**src/hw/rtl/sactl_pkg.sv**
```systemverilog
// ----------------------------------------------------------------------------
// sactl_pkg
// Shared constants, request codes and memory port types for the
// set-associative cache tag array with true LRU replacement.
// ----------------------------------------------------------------------------
`default_nettype none

package sactl_pkg;

    localparam int NUM_SETS    = 64;
    localparam int NUM_WAYS    = 4;
    localparam int BLOCK_BYTES = 64;
    localparam int ADDR_BITS   = 32;

    // Floor of log2, so sizes that are not powers of two still index in range.
    localparam int OFF_BITS       = $clog2(BLOCK_BYTES + 1) - 1;
    localparam int IDX_BITS       = $clog2(NUM_SETS + 1) - 1;
    localparam int TAG_BITS       = ADDR_BITS - OFF_BITS - IDX_BITS;
    localparam int WAY_BITS       = $clog2(NUM_WAYS);
    localparam int RANK_BITS      = WAY_BITS;
    localparam int ROW_BITS       = NUM_WAYS * RANK_BITS;
    localparam int LINE_ADDR_BITS = IDX_BITS + WAY_BITS;

    localparam logic REQ_LOOKUP = 1'b0;
    localparam logic REQ_FILL   = 1'b1;

    typedef struct packed {
        logic                      wr_en;
        logic [LINE_ADDR_BITS-1:0] addr;
        logic [TAG_BITS-1:0]       wdata;
    } tag_req_t;

    typedef struct packed {
        logic                wr_en;
        logic [IDX_BITS-1:0] set;
        logic [ROW_BITS-1:0] wdata;
    } lru_req_t;

endpackage

`default_nettype wire

```
**src/hw/rtl/sactl_ctrl.sv**
```systemverilog
// ----------------------------------------------------------------------------
// sactl_ctrl
// Request sequencer: walks the ways of one set through a single tag and
// rank compare unit, then updates ranks, tag and valid bits and posts the
// result word.
// ----------------------------------------------------------------------------
`default_nettype none

module sactl_ctrl
    import sactl_pkg::*;
(
    input  wire logic                  aclk,
    input  wire logic                  aresetn,
    input  wire logic                  s_tvalid,
    output logic                       s_tready,
    input  wire logic [ADDR_BITS-1:0]  s_addr,
    input  wire logic                  s_req_type,
    output logic                       m_tvalid,
    input  wire logic                  m_tready,
    output logic                       m_hit,
    output logic [WAY_BITS-1:0]        m_way,
    output tag_req_t                   tag_req,
    input  wire logic [TAG_BITS-1:0]   tag_rdata,
    output lru_req_t                   lru_req,
    input  wire logic [ROW_BITS-1:0]   lru_rdata
);

    localparam logic [1:0] ST_IDLE   = 2'd0;
    localparam logic [1:0] ST_ROW    = 2'd1;
    localparam logic [1:0] ST_SCAN   = 2'd2;
    localparam logic [1:0] ST_UPDATE = 2'd3;

    logic [1:0]           state_reg, state_next;
    logic                 req_reg;
    logic [IDX_BITS-1:0]  set_reg;
    logic [TAG_BITS-1:0]  tag_reg;
    logic [WAY_BITS-1:0]  cnt_reg;
    logic                 found_reg;
    logic [WAY_BITS-1:0]  fway_reg;
    logic [RANK_BITS-1:0] best_reg;
    logic [NUM_WAYS-1:0]  valid_reg [NUM_SETS];
    logic                 m_valid_reg;
    logic                 m_hit_reg;
    logic [WAY_BITS-1:0]  m_way_reg;

    logic                 row_touched;
    logic [ROW_BITS-1:0]  eff_row;
    logic [ROW_BITS-1:0]  new_row;
    logic [RANK_BITS-1:0] cur_rank;
    logic                 cur_valid;
    logic                 match;
    logic                 out_free;
    logic                 accept;

    // A set whose ways were never made valid has never had its ranks
    // changed, so its ranks are still the reset order.
    assign row_touched = |valid_reg[set_reg];

    always_comb begin
        for (int i = 0; i < NUM_WAYS; i++) begin
            eff_row[i*RANK_BITS +: RANK_BITS] =
                row_touched ? lru_rdata[i*RANK_BITS +: RANK_BITS] : RANK_BITS'(i);
        end
    end

    assign cur_rank  = eff_row[cnt_reg*RANK_BITS +: RANK_BITS];
    assign cur_valid = valid_reg[set_reg][cnt_reg];

    // The shared compare unit: a fill looks for the oldest way, a lookup for
    // the most recent valid way holding the tag.
    always_comb begin
        if (req_reg == REQ_FILL) begin
            match = !found_reg && (cur_rank == RANK_BITS'(NUM_WAYS - 1));
        end else begin
            match = cur_valid && (tag_rdata == tag_reg) &&
                    (!found_reg || (cur_rank < best_reg));
        end
    end

    always_comb begin
        for (int i = 0; i < NUM_WAYS; i++) begin
            if (WAY_BITS'(i) == fway_reg) begin
                new_row[i*RANK_BITS +: RANK_BITS] = '0;
            end else if (eff_row[i*RANK_BITS +: RANK_BITS] < best_reg) begin
                new_row[i*RANK_BITS +: RANK_BITS] =
                    RANK_BITS'(eff_row[i*RANK_BITS +: RANK_BITS] + 1'b1);
            end else begin
                new_row[i*RANK_BITS +: RANK_BITS] = eff_row[i*RANK_BITS +: RANK_BITS];
            end
        end
    end

    assign out_free = !m_valid_reg || m_tready;
    assign accept   = s_tvalid && s_tready;

    always_comb begin
        tag_req.wr_en = (state_reg == ST_UPDATE) && out_free && (req_reg == REQ_FILL);
        tag_req.wdata = tag_reg;
        unique case (state_reg)
            ST_SCAN:   tag_req.addr = {set_reg, WAY_BITS'(cnt_reg + 1'b1)};
            ST_UPDATE: tag_req.addr = {set_reg, fway_reg};
            default:   tag_req.addr = {set_reg, {WAY_BITS{1'b0}}};
        endcase
    end

    assign lru_req.wr_en = (state_reg == ST_UPDATE) && out_free && found_reg;
    assign lru_req.set   = set_reg;
    assign lru_req.wdata = new_row;

    always_comb begin
        state_next = state_reg;
        unique case (state_reg)
            ST_IDLE:   if (accept) state_next = ST_ROW;
            ST_ROW:    state_next = ST_SCAN;
            ST_SCAN:   if (cnt_reg == WAY_BITS'(NUM_WAYS - 1)) state_next = ST_UPDATE;
            ST_UPDATE: if (out_free) state_next = ST_IDLE;
            default:   state_next = ST_IDLE;
        endcase
    end

    always_ff @(posedge aclk) begin
        if (!aresetn) begin
            state_reg   <= ST_IDLE;
            m_valid_reg <= 1'b0;
            for (int s = 0; s < NUM_SETS; s++) begin
                valid_reg[s] <= '0;
            end
        end else begin
            state_reg <= state_next;
            if (state_reg == ST_UPDATE && out_free) begin
                m_valid_reg <= 1'b1;
                if (req_reg == REQ_FILL) begin
                    valid_reg[set_reg][fway_reg] <= 1'b1;
                end
            end else if (m_tready) begin
                m_valid_reg <= 1'b0;
            end
        end
    end

    always_ff @(posedge aclk) begin
        if (accept) begin
            req_reg <= s_req_type;
            set_reg <= s_addr[OFF_BITS +: IDX_BITS];
            tag_reg <= s_addr[OFF_BITS + IDX_BITS +: TAG_BITS];
        end
        if (state_reg == ST_ROW) begin
            cnt_reg   <= '0;
            found_reg <= 1'b0;
            fway_reg  <= '0;
            best_reg  <= '0;
        end else if (state_reg == ST_SCAN) begin
            cnt_reg <= WAY_BITS'(cnt_reg + 1'b1);
            if (match) begin
                found_reg <= 1'b1;
                fway_reg  <= cnt_reg;
                best_reg  <= cur_rank;
            end
        end
        if (state_reg == ST_UPDATE && out_free) begin
            m_hit_reg <= (req_reg == REQ_LOOKUP) && found_reg;
            m_way_reg <= found_reg ? fway_reg : '0;
        end
    end

    assign s_tready = (state_reg == ST_IDLE);
    assign m_tvalid = m_valid_reg;
    assign m_hit    = m_hit_reg;
    assign m_way    = m_way_reg;

endmodule

`default_nettype wire

```
**config.mk**
```make
export PLATFORM = sky130hd
export DESIGN_NAME = sactl_ctrl
export DESIGN_NICKNAME = d
export VERILOG_FILES = /design/src/hw/rtl/sactl_pkg.sv /design/src/hw/rtl/sactl_ctrl.sv
export SDC_FILE = /design/constraint.sdc
export NUM_CORES = 1
export LEC_CHECK = 0
export ABC_CLOCK_PERIOD_IN_PS = 9700
export BUFFER_PORTS_ARGS = -buffer_cell sky130_fd_sc_hd__buf_2
export CORE_ASPECT_RATIO = 0.7
export CORE_MARGIN = 2
export CORE_UTILIZATION = 40
export DETAILED_ROUTE_END_ITERATION = 12
export GPL_TIMING_DRIVEN = 1
export PLACE_DENSITY_LB_ADDON = 0.3
export SETUP_SLACK_MARGIN = 0.05
export SYNTH_ARGS = -nofsm -noshare
export SYNTH_HDL_FRONTEND = slang
export SYNTH_SLANG_ARGS = --single-unit
```
**constraint.sdc**
```tcl
create_clock -name aclk -period 9.7 [get_ports aclk]
set_input_delay 0.485 -clock aclk [delete_from_list [all_inputs] [get_ports aclk]]
set_output_delay 0.485 -clock aclk [all_outputs]
set_load 0.05 [all_outputs]
```
==> results of run 1 <==
-- layout make-up --
type	instances	area [um2]
clock buffer	43	858
clock inverter	6	70.1
fill	2855	16800
inverter	12	45.0
multi-input combinational	730	5850
sequential	302	6350
tap	420	526
timing repair buffer	115	604
-- critical path: stages, from the launching register on --
cell and delay [ns]:
dfxtp_2 0.87, buf_4 0.60, mux4_2 0.40, mux2i_1 0.31
a22oi_1 0.14, and4_1 0.24, a31oi_2 0.30, nand4_4 0.31
nand2b_1 0.20, ha_1 0.27, nor2_1 0.20, nand2_1 0.09
o221a_2 0.25, a21oi_1 0.12, buf_2 0.28
-- cell usage in the layout, fill, tap and decap left out, types with 2 or more instances in the layout --
cell       instances
dfxtp_1          269
a22o_1           194
nand2_1          112
buf_2            106
nor2_1            77
o21ai_0           69
mux4_2            58
mux2i_1           33
edfxtp_1          30
clkbuf_16         29
a21oi_1           18
xor2_1            18
nand3_1           17
inv_1             11
and2_1            11
nor2b_1           11
ha_1              10
clkbuf_8           9
a22oi_1            8
nand2b_1           8
buf_4              8
nand4_1            7
nor3_1             7
mux2_2             7
nand3b_1           7
clkbuf_1           6
xnor2_1            5
or3b_2             4
nor3b_1            4
a31oi_1            3
or3_1              3
nor4_1             3
clkinv_2           3
a221oi_1           2
o21a_1             2
o211ai_1           2
a311oi_1           2
and3_2             2
dfxtp_2            2
-- cell families after synthesis --
kind of cell / count (synthesis) / share of synthesized area
AOI/OAI and AO/OA: 317 / 0.195
DFF: 302 / 0.502
xor gates and xnor gates: 23 / 0.0159
adders and majority gates: 10 / 0.00989
buffers and inverters: 108 / 0.0372
muxes: 99 / 0.137
and+or+nand+nor: 281 / 0.104
-- power by group through the flow --
stage / registers [mW] / logic, mW / clock network, mW
after floorplan: 1.46 / 0.706 / 0
after global placement: 1.45 / 0.919 / 0
after detailed placement: 1.45 / 0.935 / 0
after CTS: 1.43 / 0.937 / 1.13
after global routing: 1.44 / 1.00 / 1.18
final: 1.43 / 0.936 / 1.12
-- how the worst max path moves through the flow --
| stage | from | endpoint | slack [ns] | cells after the start |
|---|---|---|---|---|
| after floorplan | register | lru_req[0] | 5.06 | 14 |
| after global placement | register | lru_req[1] | 4.63 | 14 |
| after detailed placement | register | lru_req[7] | 4.59 | 13 |
| after CTS | register | lru_req[7] | 4.00 | 13 |
| after global routing | register | lru_req[3] | 3.73 | 12 |
| final | register | lru_req[7] | 4.04 | 14 |
-- metrics by stage --
stage               power (mW)   util  cells  hold WS, ns
finish                    3.48  0.459   1628       0.0954
global route              3.62  0.459   1628       0.0816
CTS                       3.49  0.459   1628       0.0776
detailed placement        2.39  0.430   1579        0.439
global placement          2.37  0.430   1579        0.430
floorplan                 2.17      -   1140        0.417
-- layer usage --
metal / up-vias / GRT usage / wire length, um
met5: - / 0 / 0
met4: 0 / 0.0411 / 607
met3: 54 / 0.0453 / 3090
met2: 368 / 0.289 / 14400
met1: 4770 / 0.338 / 17300
li1: 4363 / - / -
==> results.yml, run 1 <==
status:
  status: "finished, final reports clean"
logic_synthesis:
  yosys-top-cells-count: "dfxtp_1 (272), a22o_1 (194), nand2_1 (112)"
  synth.top_cell.area_share: 0.430
  yosys_most_used_dff: "dfxtp_1"
  synth-async-reset-ratio: 0
  avgSynthCellArea_um2: 11.1
  synth_seq_area_share: 0.502
  synth_area_um2: 12700
  synthMostInstantiatedCell: "dfxtp_1"
  synth-edff-count: 30
  yosysUniqueCellTypes: 63
  yosys_warnings: 0
  synthCells: 1140
  yosysTopAreaCell: "dfxtp_1"
  ys_seq_elements: 302
  syn_nets: 1215
  synth.area.top_cells: "dfxtp_1 (43%), a22o_1 (13%), mux4_2 (10%)"
timing:
  tightestPinTransition_ns: 1.18
  final-hold-violation-count: 0
  fin_ws_ns: 4.04
  period_minus_slack_ns: 5.66
  rsz0062_at_grt: "no"
  setup_violations: 0
  slew_violations: 0
  setup-tns-final_ns: 0
  slew_headroom: 0.216
  fin_skew_ns: 0.0216
  period_share: 0.583
  fmax_mhz: 177
pwr:
  max-vdd-ir-drop_uv: 144
  swShare: 0.352
  p_leak_nw: 5.36
  combPwrFrac: 0.269
  clockPowerShare: 0.321
  seq_power_share: 0.410
  p_switching_mw: 1.22
  p_per_area_nw_per_um2: 243
  p_int_mw: 2.26
floorplanning:
  ios: 114
  die_w_um: 217
  row_count: 54
  die_h_um: 153
  initial_utilization: 0.406
  fp.dieArea_um2: 33100
  placeableCoreArea_um2: 31100
critical_path:
  crit_required_ns: 9.22
  path_class: "register to primary output"
  arrival_ns: 5.17
  crit_path_start_kind: "register"
  endpoint_kind: "primary output"
  r2r_end: "best_reg[1]"
  crit_fanout: 34
  r2r_slack_ns: 4.83
  rr_worst_depth: 14
routing:
  drtIter0Drc: 1139
  vias_per_cell: 5.87
  first_pass_iters: 5
  drc: 0
  vias: 9555
  drtAntennaViolNets: 0
  wirelength_um: 35400
  avgRoutedWirePerCell_um: 21.8
layout:
  nets: 1264
  syn_to_final_growth_pct: 13.1
  diodes: 0
  stdcell_area_um2: 14300
  layout-drive-gt1-share: 0.204
  largest_reg_flops: 256
clocking:
  cts_buffer_depth: 3
  clock_sinks: 302
  cts_buffers: 28
  htreeDepth: 1
  cts_tree: "built"
  root_buffer: "clkbuf_16"
  ctsResizeCount: 0
  cts-hold-fix-buffers: 0
  clkLatencyLatePin_ns: 0.56
  clk_pin_slew_ns: 0.06
  postCtsSetupBuffers: 0
placement:
  portBuffers: 107
  dpl_cell_area_um2: 13400
  dp_hpwl_um: 23200
  pre_cts_ws_ns: 4.59
  gp_congestion: 0.857
hold_path:
  whs_endpoint: "tag_reg[14]"
  whs_path_depth: 1
  hold_class: "input port to register"
  hp-start: "s_addr[26]"
global_route:
  grt_max_degree: 99
  gr-usage-all-layers: 0.212
  antenna_found_initial: 0
  grt_pass1_wl_um: 54900
  grt_pass1_vias: 9164
  grt_overflow: 0
flow_run:
  maxCapViolCount: 0
Power figures use the tool's default switching activity.
==> run 2, diff against run 1 <==
--- a/config.mk
+++ b/config.mk
@@ -5,7 +5,7 @@
 export SDC_FILE = /design/constraint.sdc
 export NUM_CORES = 1
 export LEC_CHECK = 0
-export ABC_CLOCK_PERIOD_IN_PS = 9700
+export ABC_CLOCK_PERIOD_IN_PS = 4800
 export BUFFER_PORTS_ARGS = -buffer_cell sky130_fd_sc_hd__buf_2
 export CORE_ASPECT_RATIO = 0.7
 export CORE_MARGIN = 2
==> constraint.sdc (replaced) <==
create_clock -name aclk -period 4.8 [get_ports aclk]
set_input_delay 0.24 -clock aclk [delete_from_list [all_inputs] [get_ports aclk]]
set_output_delay 0.24 -clock aclk [all_outputs]
set_load 0.05 [all_outputs]
==> results.yml, run 2 (same netlist as run 1, synthesis figures left out) <==
layout:
  largest_reg_flops: 256
  diodes: 0
  layout-drive-gt1-share: 0.209
  stdcell_area_um2: 14800
  final_common_cell: "dfxtp_1"
  syn_to_final_growth_pct: 16.8
  layout_common_cells: "dfxtp_1 (269), a22o_1 (194), nand2_1 (112)"
  nets: 1305
hold_path:
  hold_class: "input port to register"
critical_path:
  worstSetupEndpoint: "lru_req[1]"
  path_class: "register to primary output"
  crit_fanout: 13
  crit_path_start_kind: "register"
  cp_num_buf_inv: 2
  crit_required_ns: 4.56
  r2r_end: "best_reg[1]"
  cp_cell_sequence: "buf_12, mux4_2, a22oi_1, a21oi_1, o32ai_2, nand4_4, and2_1, ha_1, nor2_1, nand2_1, xor2_1, nor2_1, and2_1, buf_2"
  arrival_ns: 4.30
  slowest_delay_ns: 0.55
  crit_cells: 14
  r2r_slack_ns: 0.80
  rr_worst_depth: 14
  endpoint_kind: "primary output"
  cpLargestDelayFamily: "simple AND/OR/NAND/NOR gates"
  slowest_stage: "mux4_2"
clocking:
  cts_buffer_depth: 3
  clk_pin_slew_ns: 0.07
  htreeDepth: 1
  root_buffer: "clkbuf_16"
  clkLatencyLatePin_ns: 0.56
  cts_tree: "built"
  cts_buffers: 28
  clock_sinks: 302
routing:
  drtIter0Drc: 1099
  drtAntennaViolNets: 0
  drc: 0
  first_pass_iters: 6
  vias_per_cell: 5.79
  vias: 9671
  wirelength_um: 36100
  avgRoutedWirePerCell_um: 21.6
placement:
  dp_hpwl_um: 23700
  gp_congestion: 0.860
  portBuffers: 107
  dpl_cell_area_um2: 13500
  pre_cts_ws_ns: 0.394
timing:
  slew_headroom: 0.166
  period_share: 0.945
  setup-tns-final_ns: 0
  setup_violations: 0
  holdWs_ns: 0.0304
  fin_skew_ns: 0.0135
  rsz0062_at_grt: "no"
  fmax_mhz: 221
  period_minus_slack_ns: 4.54
  fin_ws_ns: 0.265
  final-hold-violation-count: 0
  slew_violations: 0
  tightestPinTransition_ns: 1.25
floorplanning:
  die_h_um: 153
  row_count: 54
  initial_utilization: 0.406
  die_w_um: 217
  placeableCoreArea_um2: 31100
  ios: 114
  fp.dieArea_um2: 33100
pwr:
  p_leak_nw: 5.57
  max-vdd-ir-drop_uv: 287
  p_per_area_nw_per_um2: 489
global_route:
  grt_max_degree: 102
  grt_overflow: 0
  gr-usage-all-layers: 0.216
  grt_pass1_vias: 9247
  antenna_found_initial: 0
  grt_pass1_wl_um: 55600
status:
  status: "finished, final reports clean"
flow_run:
  maxCapViolCount: 0
==> run 2: cell count changes in the layout (fill, tap and decap cells not counted), sizes merged <==
cell | before | now
buf | 114 | 127
clkbuf | 44 | 49
inv | 12 | 11
dlygate4sd3 | 0 | 27
bufinv | 1 | 0
==> run 2: where the power goes <==
| part | switching (mW) | internal (mW) | leakage [nW] |
|---|---|---|---|
| Clock | 0.976 | 1.28 | 0.460 |
| Sequential | 0.186 | 2.67 | 2.48 |
| Combinational | 1.37 | 0.738 | 2.63 |
| Total | 2.53 | 4.69 | 5.57 |
==> run 2: area by class of cell <==
cell class	count	area, um2
fill	2827	16400
tap	420	526
multi-input combinational	730	5860
clock inverter	4	27.5
inverter	12	45.0
sequential	302	6350
timing repair buffer	156	1070
clock buffer	47	905
==> run 2: worst min-delay path, delay by kind of cell <==
family / cells / cell delay [ns]
AOI/OAI and AO/OA: 1 / 0.16
and+or+nand+nor: 1 / 0.06
buffers and inverters: 1 / 0.08
==> run 2: worst min path at each step <==
stage,start,to,slack [ns],cells after the start
2_1_floorplan,s_req_type,req_reg,0.34,0
3_3_place_gp,s_addr[12],tag_reg[0],0.42,1
3_5_place_dp,s_addr[22],tag_reg[10],0.42,1
4_1_cts,m_tready,m_tvalid,0.01,3
5_1_grt,m_tready,m_tvalid,0.05,3
6_report,m_tready,m_tvalid,0.03,3
==> run 2: metrics by stage <==
step | std cells | utilization | total power [mW]
floorplan | 1140 | - | 4.38
global placement | 1587 | 0.432 | 4.87
detailed placement | 1587 | 0.432 | 4.90
CTS | 1670 | 0.474 | 7.21
global route | 1671 | 0.475 | 7.52
finish | 1671 | 0.475 | 7.22
==> run 2: layer usage <==
metal | wire length (um) | vias to the layer above | global-route usage | part of all wire
li1 | - | 4442 | - | -
met4 | 575 | 0 | 0.0395 | 0.016
met2 | 14900 | 361 | 0.299 | 0.41
met5 | 0 | - | 0 | 0
met3 | 2880 | 50 | 0.0467 | 0.080
met1 | 17700 | 4818 | 0.341 | 0.49
==> run 2: what timing repair did <==
item,CTS,global route
buffers inserted,5,1
hold buffers,27,0
hold endpoints to repair,33,0
gates resized for setup,0,8
endpoints found under the setup margin,8,7
==> run 3, diff against run 2 <==
--- a/config.mk
+++ b/config.mk
@@ -13,6 +13,7 @@
 export DETAILED_ROUTE_END_ITERATION = 12
 export GPL_TIMING_DRIVEN = 1
 export PLACE_DENSITY_LB_ADDON = 0.3
+export REMOVE_ABC_BUFFERS = 1
 export SETUP_SLACK_MARGIN = 0.05
 export SYNTH_ARGS = -nofsm -noshare
 export SYNTH_HDL_FRONTEND = slang
==> results.yml, run 3 (same netlist as run 1, synthesis figures left out) <==
layout:
  layout.cells.non_filler: 1666
  largest_reg_flops: 256
  stdcell_area_um2: 14700
  layout-drive-gt1-share: 0.205
  layout_common_cells: "dfxtp_1 (269), a22o_1 (194), nand2_1 (112)"
  utilization: 0.472
  diodes: 0
  seq_area_um2: 6360
  final_common_cell: "dfxtp_1"
  fillCellCount: 2798
  syn_to_final_growth_pct: 16.3
  multi_input_area_um2: 5870
  nets: 1299
critical_path:
  crit_required_ns: 4.56
  r2r_slack_ns: 0.84
  path_class: "register to primary output"
  endpoint_kind: "primary output"
  arrival_ns: 4.26
  r2r_end: "best_reg[1]"
  crit_fanout: 15
  crit_path_start_kind: "register"
  rr_worst_depth: 13
timing:
  slew_headroom: 0.215
  fin_skew_ns: 0.00901
  period_minus_slack_ns: 4.50
  tightestPinTransition_ns: 1.18
  final-hold-violation-count: 0
  fmax_mhz: 222
  fin_ws_ns: 0.300
  rsz0062_at_grt: "no"
  setup_violations: 0
  slew_violations: 0
  period_share: 0.937
routing:
  drtIter0Drc: 1116
  wirelength_um: 35400
  first_pass_iters: 7
  avgRoutedWirePerCell_um: 21.2
  vias_per_cell: 5.78
  drc: 0
  vias: 9627
  drtAntennaViolNets: 0
clocking:
  clk_pin_slew_ns: 0.07
  cts_tree: "built"
  htreeDepth: 1
  root_buffer: "clkbuf_16"
  clkLatencyLatePin_ns: 0.56
  cts_buffers: 28
  cts_buffer_depth: 3
  clock_sinks: 302
status:
  status: "finished, final reports clean"
floorplanning:
  fp.dieArea_um2: 33100
  die_w_um: 217
  initial_utilization: 0.406
  row_count: 54
  ios: 114
  die_h_um: 153
  placeableCoreArea_um2: 31100
hold_path:
  whs_endpoint: "m_tvalid"
  whs_path_depth: 3
  hold_class: "input port to register"
  hp-start: "m_tready"
global_route:
  gr-usage-all-layers: 0.208
  grt_pass1_vias: 8924
  grt_overflow: 0
  grt_max_degree: 123
  antenna_found_initial: 0
  grt_pass1_wl_um: 53900
placement:
  dpl_cell_area_um2: 13500
  dp_hpwl_um: 22600
  pre_cts_ws_ns: 0.661
  gp_congestion: 0.883
  portBuffers: 107
  dpl.cell_count: 1585
pwr:
  p_per_area_nw_per_um2: 491
  max-vdd-ir-drop_uv: 374
  p_leak_nw: 5.53
  p_total_mw: 7.22
flow_run:
  maxCapViolCount: 0
[run 3: metrics by stage]
step	hold slack, ns	TNS, ns
after floorplan	0.339	-11.79
after global placement	0.417	0
after detailed placement	0.418	0
after CTS	0.0184	0
after global routing	0.0347	0
final	0.0307	0
[run 3: worst max-delay path by stage]
stage,end,slack [ns],cells past startpoint
floorplan,lru_req[0],-1.45,10
global placement,best_reg[1],0.70,14
detailed placement,best_reg[1],0.66,14
CTS,lru_req[0],0.1,13
global route,lru_req[1],0.13,15
finish,lru_req[1],0.30,14
[run 3: final cells by class]
cell class,count,share of cell area
clock buffers,45,0.0582
clock inverters,7,0.00595
inverters,12,0.00306
multi-input cells,730,0.399
flip-flops and latches,302,0.432
well taps,420,0.0357
repair buffers,150,0.0661
[run 3: routing by layer]
metal / wire [um] / global-route usage
met3: 3200 / 0.0579
met5: 0 / 0
met2: 14700 / 0.292
met4: 551 / 0.0450
met1: 16900 / 0.316
[run 3: report_power, final]
part           switching (mW)  leakage, nW  internal, mW
Sequential              0.201         2.48          2.67
Clock                   0.984        0.462          1.33
Combinational            1.36         2.58         0.683
[run 3: worst max-delay path, cell delays in order, from the launching register on]
cell and delay (ns):
dfxtp_4 0.40, buf_12 0.19, mux4_2 0.52, mux4_2 0.55
o21a_1 0.22, a22oi_4 0.24, nand4_4 0.21, and2_1 0.24
ha_1 0.28, nor2_1 0.15, nand2_1 0.08, xor2_1 0.14
nor2_1 0.08, and2_1 0.13, buf_2 0.26
[run 3: repair_timing]
action,4_1_cts,5_1_grt
endpoints found under the setup margin,0,5
gates resized for setup,0,5
buffers inserted,0,2
endpoints found under the hold margin,32,0
hold buffers,27,0
